## src/design/kpdc_pkg.sv

```systemverilog
// ----------------------------------------------------------------------------
// kpdc_pkg
// Shared types and constants of the key press duration classifier.
// ----------------------------------------------------------------------------
package kpdc_pkg;

   localparam int CFG_WIDTH = 16;
   localparam int IDX_WIDTH = 3;

   typedef enum logic [IDX_WIDTH-1:0] {
      REG_CLICK_MIN    = 3'd0,
      REG_CLICK_MAX    = 3'd1,
      REG_HOLD         = 3'd2,
      REG_BOOT_IGNORE  = 3'd3,
      REG_PRESS_LEVEL  = 3'd4
   } reg_index_type;

   localparam logic [CFG_WIDTH-1:0] CLICK_MIN_RESET   = 16'd30;
   localparam logic [CFG_WIDTH-1:0] CLICK_MAX_RESET   = 16'd800;
   localparam logic [CFG_WIDTH-1:0] HOLD_RESET        = 16'd1500;
   localparam logic [CFG_WIDTH-1:0] BOOT_IGNORE_RESET = 16'd800;
   localparam logic                 PRESS_LEVEL_RESET = 1'b0;

   localparam logic [3:0] PROGRESS_NONE  = 4'd0;
   localparam logic [3:0] PROGRESS_THIRD = 4'd3;
   localparam logic [3:0] PROGRESS_TWO   = 4'd6;
   localparam logic [3:0] PROGRESS_FULL  = 4'd9;

   typedef struct packed {
      logic [CFG_WIDTH-1:0] click_min;
      logic [CFG_WIDTH-1:0] click_max;
      logic [CFG_WIDTH-1:0] hold;
      logic [CFG_WIDTH-1:0] boot_ignore;
      logic                 press_level;
   } csr_type;

   typedef struct packed {
      logic capture;
      logic diff;
      logic commit;
   } cmd_type;

   typedef struct packed {
      logic is_action;
      logic ignore;
      logic out_free;
   } sts_type;

endpackage

```

## src/design/kpdc_csr.sv

```systemverilog
// ----------------------------------------------------------------------------
// kpdc_csr
// Configuration register bank with write-only access.
// ----------------------------------------------------------------------------
module kpdc_csr (
   input  logic                            clock,
   input  logic                            reset,
   input  logic                            csr_wen,
   input  logic [kpdc_pkg::IDX_WIDTH-1:0]  csr_index,
   input  logic [kpdc_pkg::CFG_WIDTH-1:0]  csr_wdata,
   output kpdc_pkg::csr_type               csr
);
   import kpdc_pkg::*;

   csr_type csr_ff;
   csr_type csr_in;

   always_comb begin
      csr_in = csr_ff;
      if (csr_wen) begin
         unique case (csr_index)
            REG_CLICK_MIN:    csr_in.click_min    = csr_wdata;
            REG_CLICK_MAX:    csr_in.click_max    = csr_wdata;
            REG_HOLD:         csr_in.hold         = csr_wdata;
            REG_BOOT_IGNORE:  csr_in.boot_ignore  = csr_wdata;
            REG_PRESS_LEVEL:  csr_in.press_level  = csr_wdata[0];
            default:          csr_in = csr_ff;
         endcase
      end
   end

   always_ff @(posedge clock) begin
      if (reset) begin
         csr_ff.click_min    <= CLICK_MIN_RESET;
         csr_ff.click_max    <= CLICK_MAX_RESET;
         csr_ff.hold         <= HOLD_RESET;
         csr_ff.boot_ignore  <= BOOT_IGNORE_RESET;
         csr_ff.press_level  <= PRESS_LEVEL_RESET;
      end else begin
         csr_ff <= csr_in;
      end
   end

   assign csr = csr_ff;

endmodule

```

## src/design/kpdc_ctrl.sv

```systemverilog
// ----------------------------------------------------------------------------
// kpdc_ctrl
// Sequencer: capture a transaction, form time differences, classify.
// ----------------------------------------------------------------------------
module kpdc_ctrl (
   input  logic              clock,
   input  logic              reset,
   input  logic              req_tvalid,
   output logic              req_tready,
   input  kpdc_pkg::sts_type sts,
   output kpdc_pkg::cmd_type cmd
);
   import kpdc_pkg::*;

   typedef enum logic [2:0] {
      S_IDLE = 3'b001,
      S_DIFF = 3'b010,
      S_EVAL = 3'b100
   } state_type;

   state_type state_ff;
   state_type state_in;

   assign req_tready = (state_ff == S_IDLE);

   always_comb begin
      state_in    = state_ff;
      cmd.capture = 1'b0;
      cmd.diff    = 1'b0;
      cmd.commit  = 1'b0;
      unique case (state_ff)
         S_IDLE: begin
            if (req_tvalid) begin
               cmd.capture = 1'b1;
               state_in    = S_DIFF;
            end
         end
         S_DIFF: begin
            cmd.diff = 1'b1;
            state_in = sts.is_action ? S_IDLE : S_EVAL;
         end
         S_EVAL: begin
            if (sts.ignore) begin
               state_in = S_IDLE;
            end else if (sts.out_free) begin
               cmd.commit = 1'b1;
               state_in   = S_IDLE;
            end
         end
         default: state_in = S_IDLE;
      endcase
   end

   always_ff @(posedge clock) begin
      if (reset) begin
         state_ff <= S_IDLE;
      end else begin
         state_ff <= state_in;
      end
   end

endmodule

```

## src/design/kpdc_dp.sv

```systemverilog
// ----------------------------------------------------------------------------
// kpdc_dp
// Datapath: timestamps, press timing, classification and result register.
// ----------------------------------------------------------------------------
module kpdc_dp #(
   parameter int TIME_WIDTH = 32
) (
   input  logic              clock,
   input  logic              reset,
   input  kpdc_pkg::cmd_type cmd,
   output kpdc_pkg::sts_type sts,
   input  kpdc_pkg::csr_type csr,
   input  logic              req_action,
   input  logic [31:0]       req_now,
   input  logic              req_pin,
   output logic              rsp_tvalid,
   input  logic              rsp_tready,
   output logic [7:0]        rsp_tdata
);
   import kpdc_pkg::*;

   logic [63:0]           now_wide;
   logic [TIME_WIDTH-1:0] now_t;

   logic                  action_ff,  action_in;
   logic                  pressed_ff, pressed_in;
   logic [TIME_WIDTH-1:0] now_ff,     now_in;
   logic [TIME_WIDTH-1:0] ready_ff,   ready_in;
   logic [TIME_WIDTH-1:0] start_ff,   start_in;
   logic                  timing_ff,  timing_in;
   logic                  ignore_ff,  ignore_in;
   logic [TIME_WIDTH-1:0] held_ff,    held_in;
   logic                  rsp_valid_ff, rsp_valid_in;
   logic [7:0]            rsp_data_ff,  rsp_data_in;

   logic                  held_ge_hold;
   logic                  gt_min;
   logic                  lt_max;
   logic [17:0]           held_x3;
   logic [17:0]           hold_x1;
   logic [17:0]           hold_x2;
   logic [3:0]            group_code;
   logic                  res_valid;
   logic [3:0]            res_progress;
   logic                  res_long;
   logic                  res_short;
   logic                  res_release;

   assign now_wide = {32'd0, req_now};
   assign now_t    = now_wide[TIME_WIDTH-1:0];

   assign held_ge_hold = held_ff >= TIME_WIDTH'(csr.hold);
   assign gt_min       = held_ff >  TIME_WIDTH'(csr.click_min);
   assign lt_max       = held_ff <  TIME_WIDTH'(csr.click_max);
   assign held_x3      = {2'b00, held_ff[15:0]} + {1'b0, held_ff[15:0], 1'b0};
   assign hold_x1      = {2'b00, csr.hold};
   assign hold_x2      = {1'b0, csr.hold, 1'b0};

   always_comb begin
      if (held_x3 >= hold_x2) begin
         group_code = PROGRESS_TWO;
      end else if (held_x3 >= hold_x1) begin
         group_code = PROGRESS_THIRD;
      end else begin
         group_code = PROGRESS_NONE;
      end
   end

   always_comb begin
      res_valid    = 1'b0;
      res_progress = PROGRESS_NONE;
      res_long     = 1'b0;
      res_short    = 1'b0;
      res_release  = 1'b0;
      if (pressed_ff) begin
         res_valid    = 1'b1;
         res_progress = held_ge_hold ? PROGRESS_FULL : group_code;
         res_long     = held_ge_hold;
      end else if (timing_ff) begin
         res_short   = gt_min && lt_max;
         res_release = !lt_max;
      end
   end

   always_comb begin
      action_in    = action_ff;
      pressed_in   = pressed_ff;
      now_in       = now_ff;
      ready_in     = ready_ff;
      start_in     = start_ff;
      timing_in    = timing_ff;
      ignore_in    = ignore_ff;
      held_in      = held_ff;
      rsp_valid_in = rsp_valid_ff && !rsp_tready;
      rsp_data_in  = rsp_data_ff;
      if (cmd.capture) begin
         action_in  = req_action;
         pressed_in = (req_pin == csr.press_level);
         now_in     = now_t;
      end
      if (cmd.diff) begin
         ignore_in = (now_ff - ready_ff) < TIME_WIDTH'(csr.boot_ignore);
         held_in   = timing_ff ? (now_ff - start_ff) : '0;
         if (action_ff) begin
            ready_in = now_ff;
         end
      end
      if (cmd.commit) begin
         rsp_valid_in = 1'b1;
         rsp_data_in  = {res_release, res_short, res_long, res_progress, res_valid};
         timing_in    = pressed_ff && !held_ge_hold;
         if (pressed_ff && !timing_ff) begin
            start_in = now_ff;
         end
      end
   end

   always_ff @(posedge clock) begin
      if (reset) begin
         ready_ff     <= '0;
         start_ff     <= '0;
         timing_ff    <= 1'b0;
         rsp_valid_ff <= 1'b0;
      end else begin
         ready_ff     <= ready_in;
         start_ff     <= start_in;
         timing_ff    <= timing_in;
         rsp_valid_ff <= rsp_valid_in;
      end
   end

   always_ff @(posedge clock) begin
      action_ff   <= action_in;
      pressed_ff  <= pressed_in;
      now_ff      <= now_in;
      ignore_ff   <= ignore_in;
      held_ff     <= held_in;
      rsp_data_ff <= rsp_data_in;
   end

   assign sts.is_action = action_ff;
   assign sts.ignore    = ignore_ff;
   assign sts.out_free  = !rsp_valid_ff || rsp_tready;

   assign rsp_tvalid = rsp_valid_ff;
   assign rsp_tdata  = rsp_data_ff;

endmodule

```

## src/design/key_press_duration_classifier.sv

```systemverilog
// ----------------------------------------------------------------------------
// key_press_duration_classifier
// Classifies key presses from timestamped scan ticks: hold progress, long
// press, short press and release events, with a boot ignore window.
// A new transaction is taken only when the previous one is done, by the
// three-state sequencer (capture, difference, classify); its result is
// registered in classify, and an enable action ends after difference.
// A stalled result holds classify.
// Reset: synchronous; registers return to defaults, ready time and timing clear.
// ----------------------------------------------------------------------------
module key_press_duration_classifier #(
   parameter int TIME_WIDTH = 32
) (
   input  logic                            clock,
   input  logic                            reset,
   input  logic                            req_tvalid,
   output logic                            req_tready,
   // [31:0] now_ms, [32] pin_level, [39:33] zero
   input  logic [39:0]                     req_tdata,
   // [0] action
   input  logic                            req_tuser,
   output logic                            rsp_tvalid,
   input  logic                            rsp_tready,
   // [0] progress_valid, [4:1] progress, [5] long_press, [6] short_press,
   // [7] release_event
   output logic [7:0]                      rsp_tdata,
   input  logic                            csr_wen,
   input  logic [kpdc_pkg::IDX_WIDTH-1:0]  csr_index,
   input  logic [kpdc_pkg::CFG_WIDTH-1:0]  csr_wdata
);
   import kpdc_pkg::*;

   csr_type csr;
   cmd_type cmd;
   sts_type sts;

   kpdc_csr u_csr (
      .clock     (clock),
      .reset     (reset),
      .csr_wen   (csr_wen),
      .csr_index (csr_index),
      .csr_wdata (csr_wdata),
      .csr       (csr)
   );

   kpdc_ctrl u_ctrl (
      .clock      (clock),
      .reset      (reset),
      .req_tvalid (req_tvalid),
      .req_tready (req_tready),
      .sts        (sts),
      .cmd        (cmd)
   );

   kpdc_dp #(
      .TIME_WIDTH (TIME_WIDTH)
   ) u_dp (
      .clock      (clock),
      .reset      (reset),
      .cmd        (cmd),
      .sts        (sts),
      .csr        (csr),
      .req_action (req_tuser),
      .req_now    (req_tdata[31:0]),
      .req_pin    (req_tdata[32]),
      .rsp_tvalid (rsp_tvalid),
      .rsp_tready (rsp_tready),
      .rsp_tdata  (rsp_tdata)
   );

endmodule
```

## config.mk

```make
export PLATFORM = sky130hd
export DESIGN_NAME = key_press_duration_classifier
export DESIGN_NICKNAME = d
export VERILOG_FILES = /design/src/design/kpdc_pkg.sv /design/src/design/kpdc_csr.sv /design/src/design/kpdc_ctrl.sv /design/src/design/kpdc_dp.sv /design/src/design/key_press_duration_classifier.sv
export SDC_FILE = /design/constraint.sdc
export NUM_CORES = 1
export LEC_CHECK = 0
export BUFFER_PORTS_ARGS = -buffer_cell sky130_fd_sc_hd__buf_2
export CORE_UTILIZATION = 35
export DETAILED_ROUTE_END_ITERATION = 10
export GPL_ROUTABILITY_DRIVEN = 0
export PLACE_DENSITY = 0.56
export SETUP_SLACK_MARGIN = 0.3
export SYNTH_ARGS = -nofsm -noshare
export SYNTH_HDL_FRONTEND = slang
export SYNTH_SLANG_ARGS = --single-unit
export TNS_END_PERCENT = 100
```

## constraint.sdc

```tcl
create_clock -name clock -period 5.4 [get_ports clock]
set_clock_uncertainty 0.15 [all_clocks]
set_input_delay 0.27 -clock clock [delete_from_list [all_inputs] [get_ports clock]]
set_output_delay 0.27 -clock clock [all_outputs]
set_load 0.01 [all_outputs]
```

* Word level (Yosys, flattened, before mapping)
Index checks and enable logic that the tools add are counted.
** Word-level totals
- Logic and storage cells :: 77
- Flip-flop bits (word level) :: 209
- Output and inout port bits :: 10
- Input port bits :: 65
** Operators by class
- Muxes and demuxes :: 16
- Add/subtract/negate cells :: 3
- Order comparisons :: 6
- Reduce and logical (&&, ||, !) cells :: 21
- Equal/unequal tests :: 10
- Bitwise operators :: 2
** Operator list (number)
- $lt A32 B16 Y1 :: 2
- $sub A32 B32 Y32 :: 2
- $ge A32 B16 Y1 :: 1
- $gt A32 B16 Y1 :: 1
- $add A16 B17 Y18 :: 1
- $ge A18 B16 Y1 :: 1
- $ge A18 B17 Y1 :: 1
- $reduce_and A2 Y1 :: 8
- $mux W3 :: 4
- $eq A3 B2 Y1 const B :: 3
- $pmux W3 S3 :: 1
- $mux W1 :: 8
- $mux W4 :: 2
- $eq A3 B1 Y1 const B :: 2
- $eq A3 B3 Y1 const B :: 2
- $logic_not A1 Y1 :: 5
- $logic_and A1 B1 Y1 :: 4
- $reduce_or A2 Y1 :: 2
- $logic_not A3 Y1 :: 1
- $ne A3 B2 Y1 const B :: 1
- $mux W2 :: 1
- $ne A2 B2 Y1 const B :: 1
- $not A1 Y1 :: 2
- $eq A1 B1 Y1 :: 1
- $logic_or A1 B1 Y1 :: 1

* Logic depth before layout (Yosys ltp)
Gate-level depths: netlist (run 1).
- Depth after elaboration :: 6
- Mapped depth :: 22
- Gate-level depth less buffers :: 22

* Cells and area by module
Synthesis (run 1) repeated with hierarchy kept, for this count alone.
** Second synthesis, totals
- Cells, all modules :: 1578
- Area, all modules :: 13865.8 sq um
** Modules (own cells, without submodules)
- kpdc_dp :: cells each 1313, instances 1, seq. area each 3543.4 sq um, area each 11094.4 sq um
- kpdc_csr :: cells each 246, instances 1, seq. area each 1301.2 sq um, area each 2607.5 sq um
- kpdc_ctrl :: cells each 19, instances 1, seq. area each 60.1 sq um, area each 163.9 sq um

* Worst setup path before layout (run 1)
No wires, ideal clock.
- Path type :: reg2reg
- Start :: register u_dp.now_ff[0]
- End :: register u_dp.ignore_ff, data pin
- Setup time :: 169 ps
- Required time :: 5081 ps
- Data arrival time :: 4476 ps
- Slack :: 605 ps
- Cell stages (with the launch flop) :: 23
- Buffers on the path :: 0
- Clock period less this slack :: 4795 ps
- Cells stage by stage :: edfxtp_1 inv_1 ha_1 inv_1 fa_1 a211oi_2 o21bai_1 a41oi_1 nand2_1 a21oi_1 o21bai_1 a21oi_1 xnor2_1 ha_1 and4_1 nand2_1 o22ai_1 a221oi_1 nand4b_1 nor4_1 nand4_2 or4_4 nor4b_2
** Between the ends
- Longest elaborated chain between the ends :: 2
** RTL lines
- start, declared :: RTL line kpdc_dp.sv:27 : logic [TIME_WIDTH-1:0] now_ff, now_in;
- start signal, assigned :: RTL line kpdc_dp.sv:135 : now_ff <= now_in;
- $sub A32 B32 Y32 :: RTL line kpdc_dp.sv:102 : ignore_in = (now_ff - ready_ff) < TIME_WIDTH'(csr.boot_ignore);
- $lt A32 B16 Y1 :: RTL line kpdc_dp.sv:102
- end signal, assigned :: RTL line kpdc_dp.sv:136 : ignore_ff <= ignore_in;
- end, declared :: RTL line kpdc_dp.sv:31 : logic ignore_ff, ignore_in;
No other way between the ends.
A chain may end at the register's enable or synchronous reset.

* Final worst setup path (run 1)
- Start :: register u_dp.now_ff[4]
- End :: register u_dp.ignore_ff, data pin
Same word-level chain as after synthesis.

==> results.cfg, run 1 <==
[outcome]
status = finished clean

[logic_synthesis]
synthSimpleGateAreaFrac_pct = 18.1
yosysSeqAreaShare_pct = 36.2
synth_compound_area_share_pct = 19.7
synth_top_family_by_area = compound AO/OA/AOI/OAI gates
ys_async_sr_fraction_pct = 0
synth_flop_cell = dfxtp_1
ys_ff_latch = 208
synthMuxAreaShare_pct = 0.443
syn-num-nets = 1850
synth_xor_area_share_pct = 3.43
syn_inst = 1610
synth_cell_types = 76
syn_area_mm2 = 0.0135
synth-edff-count = 74
synthAdderAreaFrac_pct = 16.3
syn_area_per_cell_um2 = 8.41
synth-warning-count = 0

[die]
fp.coreArea_mm2 = 0.0378
die_area_mm2 = 0.0395
die_w_um = 199
rows = 71
ios = 75
die_h_um = 199
start_util_pct = 35.8

[global_route]
overflow = 0
grt_first_pass_wirelength_um = 55200
first_global_vias = 10972
antenna_found_initial = 0
track_usage_pct = 17.4
grt_max_degree = 71

[setup_path]
cp-end-kind = flop
rr_worst_depth = 18
crit_buf_inv = 0
crit_chain = ha_1, or2_2, a31oi_1, a21oi_2, a31o_1, a311o_1, a21oi_2, xnor2_1, ha_1, and4_4, nand2_1, o22ai_1, a221oi_1, nand4b_1, nor4_2, nand4_2, or4_4, nor4b_4
crit_required_ns = 5.59
critPathArrivalTime_ns = 5.02
worstSetupPathType = flop to flop
slowest_delay_ns = 0.45
cpMaxStageDelayCell = or4_4
critPathMaxFanout = 4
crit_family = simple AND/OR/NAND/NOR gates
worstSetupPathDepth = 18
start_kind = flop

[routing]
dr_total_vias = 11317
dr.pass1.iters = 5
drc = 0
drt_iter0_drc = 577
wl_per_cell_um = 15.2
vias_per_cell = 5.03
wl_um = 34200
ant_nets = 0

[sta]
final_hold_viol_count = 0
setup_viol = 0
post-route-period-util_pct = 89.5
max_freq_mhz = 207
finalCriticalPeriod_ns = 4.83
tns_ns = 0
holdWs_ns = 0.0363
worst_pin_slew_ns = 0.983
slew-limit-headroom_pct = 34.4
rsz0062_at_grt = no
drv_slew = 0

[layout]
drive_gt1_share_pct = 9.48
nets = 1960
design_area_mm2 = 0.0159
layout_commonest_cell = nand2_1
antenna_cells = 0
syn2layout_area_growth_pct = 17.2
final_cell_mix = 284 x nand2_1, 197 x a21oi_1, 170 x ha_1, 150 x inv_1, 134 x dfxtp_1

[placement]
io_buffer_count = 67
placed_area_mm2 = 0.0144
place_hpwl_um = 25700

[worst_hold_path]
min_delay_path_depth = 3
hold_class = input pin to flop

[pwr]
p_leak_nw = 6.18
p_total_mw = 4.10
p_per_area_mw_per_mm2 = 258
peakVddDrop_uv = 197

[clock_tree]
cts_made_buffers = 26
htreeDepth = 1
cts_tree = yes
cts_sinks = 208
insertion_delay_ns = 0.52
clk_path_buf_depth = 3
clk_pin_slew_worst_paths_ns = 0.06
cts.root.buffer_cell = clkbuf_16

[job]
drv_cap = 0
kinds of logic (layout without fill, tap and decap cells):
| logic type | count (synthesis) | count (layout) |
|---|---|---|
| AND/OR/NAND/NOR | 534 | 534 |
| AO/OA/AOI/OAI | 428 | 428 |
| flip-flops | 208 | 208 |
| buffers and inverters | 206 | 336 |
| adder cells (fa/ha/maj) | 175 | 175 |
| XOR/XNOR | 53 | 53 |
| multiplexers | 6 | 6 |
where the power goes:
group	switching, mW	total (mW)	internal [mW]
Clock	0.657	1.70	1.04
Combinational	0.391	0.692	0.301
Sequential	0.0417	1.71	1.67
Total	1.09	4.10	3.01
cells in the mapped netlist (5+ instances only):
library cell / count / area share [%]
o22ai_1: 6 / 0.28
or3_1: 10 / 0.46
a211o_1: 15 / 0.97
xnor2_1: 32 / 2.1
xor2_1: 21 / 1.4
a31oi_1: 14 / 0.65
a2111oi_0: 5 / 0.32
o21ai_0: 43 / 1.6
o31ai_1: 6 / 0.33
nor2b_1: 15 / 0.69
a21oi_1: 201 / 7.4
o211ai_1: 11 / 0.61
a21o_1: 51 / 2.8
clkbuf_1: 49 / 1.4
nand3_1: 18 / 0.67
and3_1: 12 / 0.55
nand2_1: 285 / 7.9
nand3b_1: 10 / 0.55
mux2i_1: 6 / 0.44
nor3_1: 16 / 0.59
nor4_1: 8 / 0.37
dfxtp_1: 134 / 20
or2_2: 9 / 0.42
o21bai_1: 5 / 0.28
nand4_1: 15 / 0.69
inv_1: 151 / 4.2
nand2b_1: 26 / 1.2
nor2_1: 81 / 2.2
ha_1: 172 / 16
o21ai_1: 8 / 0.30
edfxtp_1: 74 / 16
o21a_1: 9 / 0.50
a211oi_1: 7 / 0.39
and2_1: 11 / 0.51
repair_timing:
action / 4_1_cts / 5_1_grt
setup buffers: 1 / 7
resized for setup: 6 / 9
hold buffers: 53 / 0
endpoints found under the setup margin: 1 / 1
cloned: 0 / 0
pin swaps: 3 / 14
endpoints found under the hold margin: 100 / 0
final timing paths:
kind / startpoint / end / slack, ns
worst max-delay path: u_dp.now_ff[4]$_DFFE_PP_ / u_dp.ignore_ff$_DFFE_PN_ / 0.57
worst max register to register: u_dp.now_ff[4]$_DFFE_PP_ / u_dp.ignore_ff$_DFFE_PN_ / 0.57
worst min register to register: u_dp.ready_ff[12]$_SDFFE_PP0P_ / u_dp.ready_ff[12]$_SDFFE_PP0P_ / 0.30
worst min-delay path: rsp_tready / u_dp.rsp_tvalid$_SDFF_PP0_ / 0.04
layout make-up:
cell class | instances | area (µm²)
clock buffer | 41 | 821
clock inverter | 7 | 36.3
fill | 3854 | 22000
inverter | 153 | 574
multi-input combinational | 1196 | 7930
sequential | 208 | 4900
tap | 511 | 639
timing repair buffer | 135 | 981
through the flow:
stage | std cells | worst slack, ns | util [%]
after floorplan | 1610 | 0.605 | -
after global placement | 2142 | 0.264 | 38.0
after detailed placement | 2142 | 0.0990 | 38.0
after CTS | 2244 | 0.337 | 41.8
after global routing | 2251 | 0.343 | 42.0
final | 2251 | 0.568 | 42.0
sequential cells by signal (all words and copies together) (netlist names), 3 cells and up:
| register | count |
|---|---|
| u_dp.ready_ff | 32 |
| u_dp.rsp_tdata | 7 |
| u_csr.csr | 65 |
| u_dp.held_ff | 32 |
| u_dp.start_ff | 32 |
| u_ctrl.state_ff | 3 |
| u_dp.now_ff | 32 |
worst register-to-register path: cells and delay by family (launching register included):
kind	cells	cell delay, ns
and+or+nand+nor	8	1.85
adders and majority gates	2	0.62
xor gates and xnor gates	1	0.14
DFF	1	0.44
AOI/OAI and AO/OA	7	1.45
routing by layer:
metal	wire, µm	part of all wire (%)	global-route usage [%]
met5	0	0	0
met4	949	2.8	5.41
met3	1120	3.3	1.83
met2	15400	45	28.7
met1	16800	49	23.7
Power figures use the tool's default switching activity.
==> inputs of run 2 (changes only) <==
--- a/config.mk
+++ b/config.mk
@@ -6,12 +6,12 @@
 export NUM_CORES = 1
 export LEC_CHECK = 0
 export BUFFER_PORTS_ARGS = -buffer_cell sky130_fd_sc_hd__buf_2
+export CORE_MARGIN = 1.5
 export CORE_UTILIZATION = 35
 export DETAILED_ROUTE_END_ITERATION = 10
 export GPL_ROUTABILITY_DRIVEN = 0
-export PLACE_DENSITY = 0.56
+export PLACE_DENSITY = 0.63
 export SETUP_SLACK_MARGIN = 0.3
 export SYNTH_ARGS = -nofsm -noshare
 export SYNTH_HDL_FRONTEND = slang
 export SYNTH_SLANG_ARGS = --single-unit
-export TNS_END_PERCENT = 100
==> results.cfg, run 2 (synthesis results as in run 1) <==
[die]
rows = 71
ios = 75
die_h_um = 200
die_area_mm2 = 0.0399
start_util_pct = 35.8
die_w_um = 200
fp.coreArea_mm2 = 0.0378

[layout]
layout_commonest_cell = nand2_1
drive_gt1_share_pct = 9.15
nets = 1957
final_cell_mix = 284 x nand2_1, 198 x a21oi_1, 170 x ha_1, 150 x inv_1, 134 x dfxtp_1
syn2layout_area_growth_pct = 16.5
largest_reg_flops = 65
antenna_cells = 0

[global_route]
grt_first_pass_wirelength_um = 55400
use_met1_pct = 23.6
grt_max_degree = 69
grt-busiest-layer = met2
track_usage_pct = 17.3
use_met2_pct = 28.7
first_global_vias = 11031
overflow = 0
antenna_found_initial = 0
met3_usage_pct = 2.20

[clock_tree]
clk_pin_slew_worst_paths_ns = 0.06
cts_tree = yes
htreeDepth = 1
cts_sinks = 208
cts.root.buffer_cell = clkbuf_16
clk_path_buf_depth = 3
cts_made_buffers = 26
insertion_delay_ns = 0.54

[setup_path]
worstSetupPathType = flop to flop
start_kind = flop
startpoint = u_dp.now_ff[0]$_DFFE_PP_
critPathArrivalTime_ns = 5.15
reg2reg_from = u_dp.now_ff[0]$_DFFE_PP_
critPathMaxFanout = 3
rr_worst_depth = 20
cp-end-kind = flop
crit_required_ns = 5.61

[pwr]
peakVddDrop_uv = 196
p_leak_nw = 6.12
p_comb_share_pct = 17.1
p_seq_share_pct = 42.7
switching_share_pct = 27.6
switchingPower_mw = 1.11
clkPwrFrac_pct = 40.1
p_total_mw = 4.00
p_int_mw = 2.90
p_per_area_mw_per_mm2 = 254

[worst_hold_path]
hp-start = rsp_tready
min_delay_path_depth = 3
hold_class = input pin to flop

[routing]
drc = 0
dr.pass1.iters = 5
wl_per_cell_um = 15.2
drt_iter0_drc = 834
wl_um = 34200
dr_total_vias = 11424
vias_per_cell = 5.08
ant_nets = 0

[job]
drv_cap = 0

[sta]
max_freq_mhz = 202
setup_viol = 0
tns_ns = 0
drv_slew = 0
final_hold_viol_count = 0
finalCriticalPeriod_ns = 4.94
worst_pin_slew_ns = 1.17
slew-limit-headroom_pct = 22.0
rsz0062_at_grt = no
post-route-period-util_pct = 91.5

[placement]
io_buffer_count = 67
place_hpwl_um = 25800

[outcome]
status = finished clean
[run 2: changes by cell type in the layout (fill, tap and decap cells not counted), moves of 2 or more]
cell	previous run	this run
buf_4	16	13
clkbuf_16	29	27
clkbuf_8	5	1
clkinv_2	3	6
[run 2: repair_timing]
| item | in CTS | in global routing |
|---|---|---|
| gates cloned | 0 | 0 |
| hold buffers | 53 | 0 |
| buffers inserted | 0 | 5 |
| hold endpoints to repair | 101 | 0 |
| setup endpoints to repair | 1 | 1 |
| resized for setup | 3 | 10 |
| pin swaps | 1 | 9 |
[run 2: layout make-up]
cell class,count,area [µm²]
repair buffers,132,958
fillers,3853,22100
clock inverters,13,76.3
flip-flops and latches,208,4900
well taps,511,639
clock buffers,35,716
multi-input cells,1196,7920
inverters,153,574
[run 2: through the flow]
step	area [µm²]	instances	hold slack (ns)	setup slack (ns)	utilization [%]
after floorplan	13500	1610	0.219	0.605	-
after global placement	14400	2142	0.291	0.252	38.0
after detailed placement	14400	2142	0.297	0.156	38.0
after CTS	15700	2243	0.0535	0.302	41.5
after global routing	15800	2248	0.0768	0.276	41.7
final	15800	2248	0.0587	0.461	41.7
[run 2: routing by layer]
layer / share of wire (%) / vias up
met5: 0 / -
met4: 2.2 / 0
met3: 4.5 / 48
met2: 45 / 223
met1: 48 / 5298
li1: - / 5855
[run 2: worst paths after layout]
path                               endpoint  slack, ns
max                u_dp.ignore_ff$_DFFE_PN_       0.46
min              u_dp.rsp_tvalid$_SDFF_PP0_       0.06
max reg2reg        u_dp.ignore_ff$_DFFE_PN_       0.46
min reg2reg  u_dp.start_ff[19]$_SDFFE_PP0P_       0.30
[run 2: power by group through the flow]
| stage | Sequential, mW | Combinational [mW] | Clock (mW) |
|---|---|---|---|
| 3_3_place_gp | 1.74 | 0.624 | 0 |
| 2_1_floorplan | 1.73 | 0.475 | 0 |
| 4_1_cts | 1.71 | 0.671 | 1.65 |
| 6_report | 1.71 | 0.686 | 1.61 |
| 5_1_grt | 1.72 | 0.770 | 1.71 |
| 3_5_place_dp | 1.74 | 0.636 | 0 |
[run 2: critical path, stage by stage (launching register included)]
cell,delay (ns)
edfxtp_1,0.42
inv_2,0.08
ha_2,0.18
inv_1,0.05
fa_2,0.37
a211oi_2,0.26
o21bai_2,0.12
a41oi_2,0.26
nand2_1,0.12
a21oi_2,0.18
o21bai_1,0.10
a21oi_2,0.14
xnor2_1,0.13
ha_1,0.26
and4_1,0.22
a2111oi_2,0.39
nand4b_1,0.18
nor4_2,0.27
nand4_2,0.12
or4_4,0.53
nor4b_2,0.24
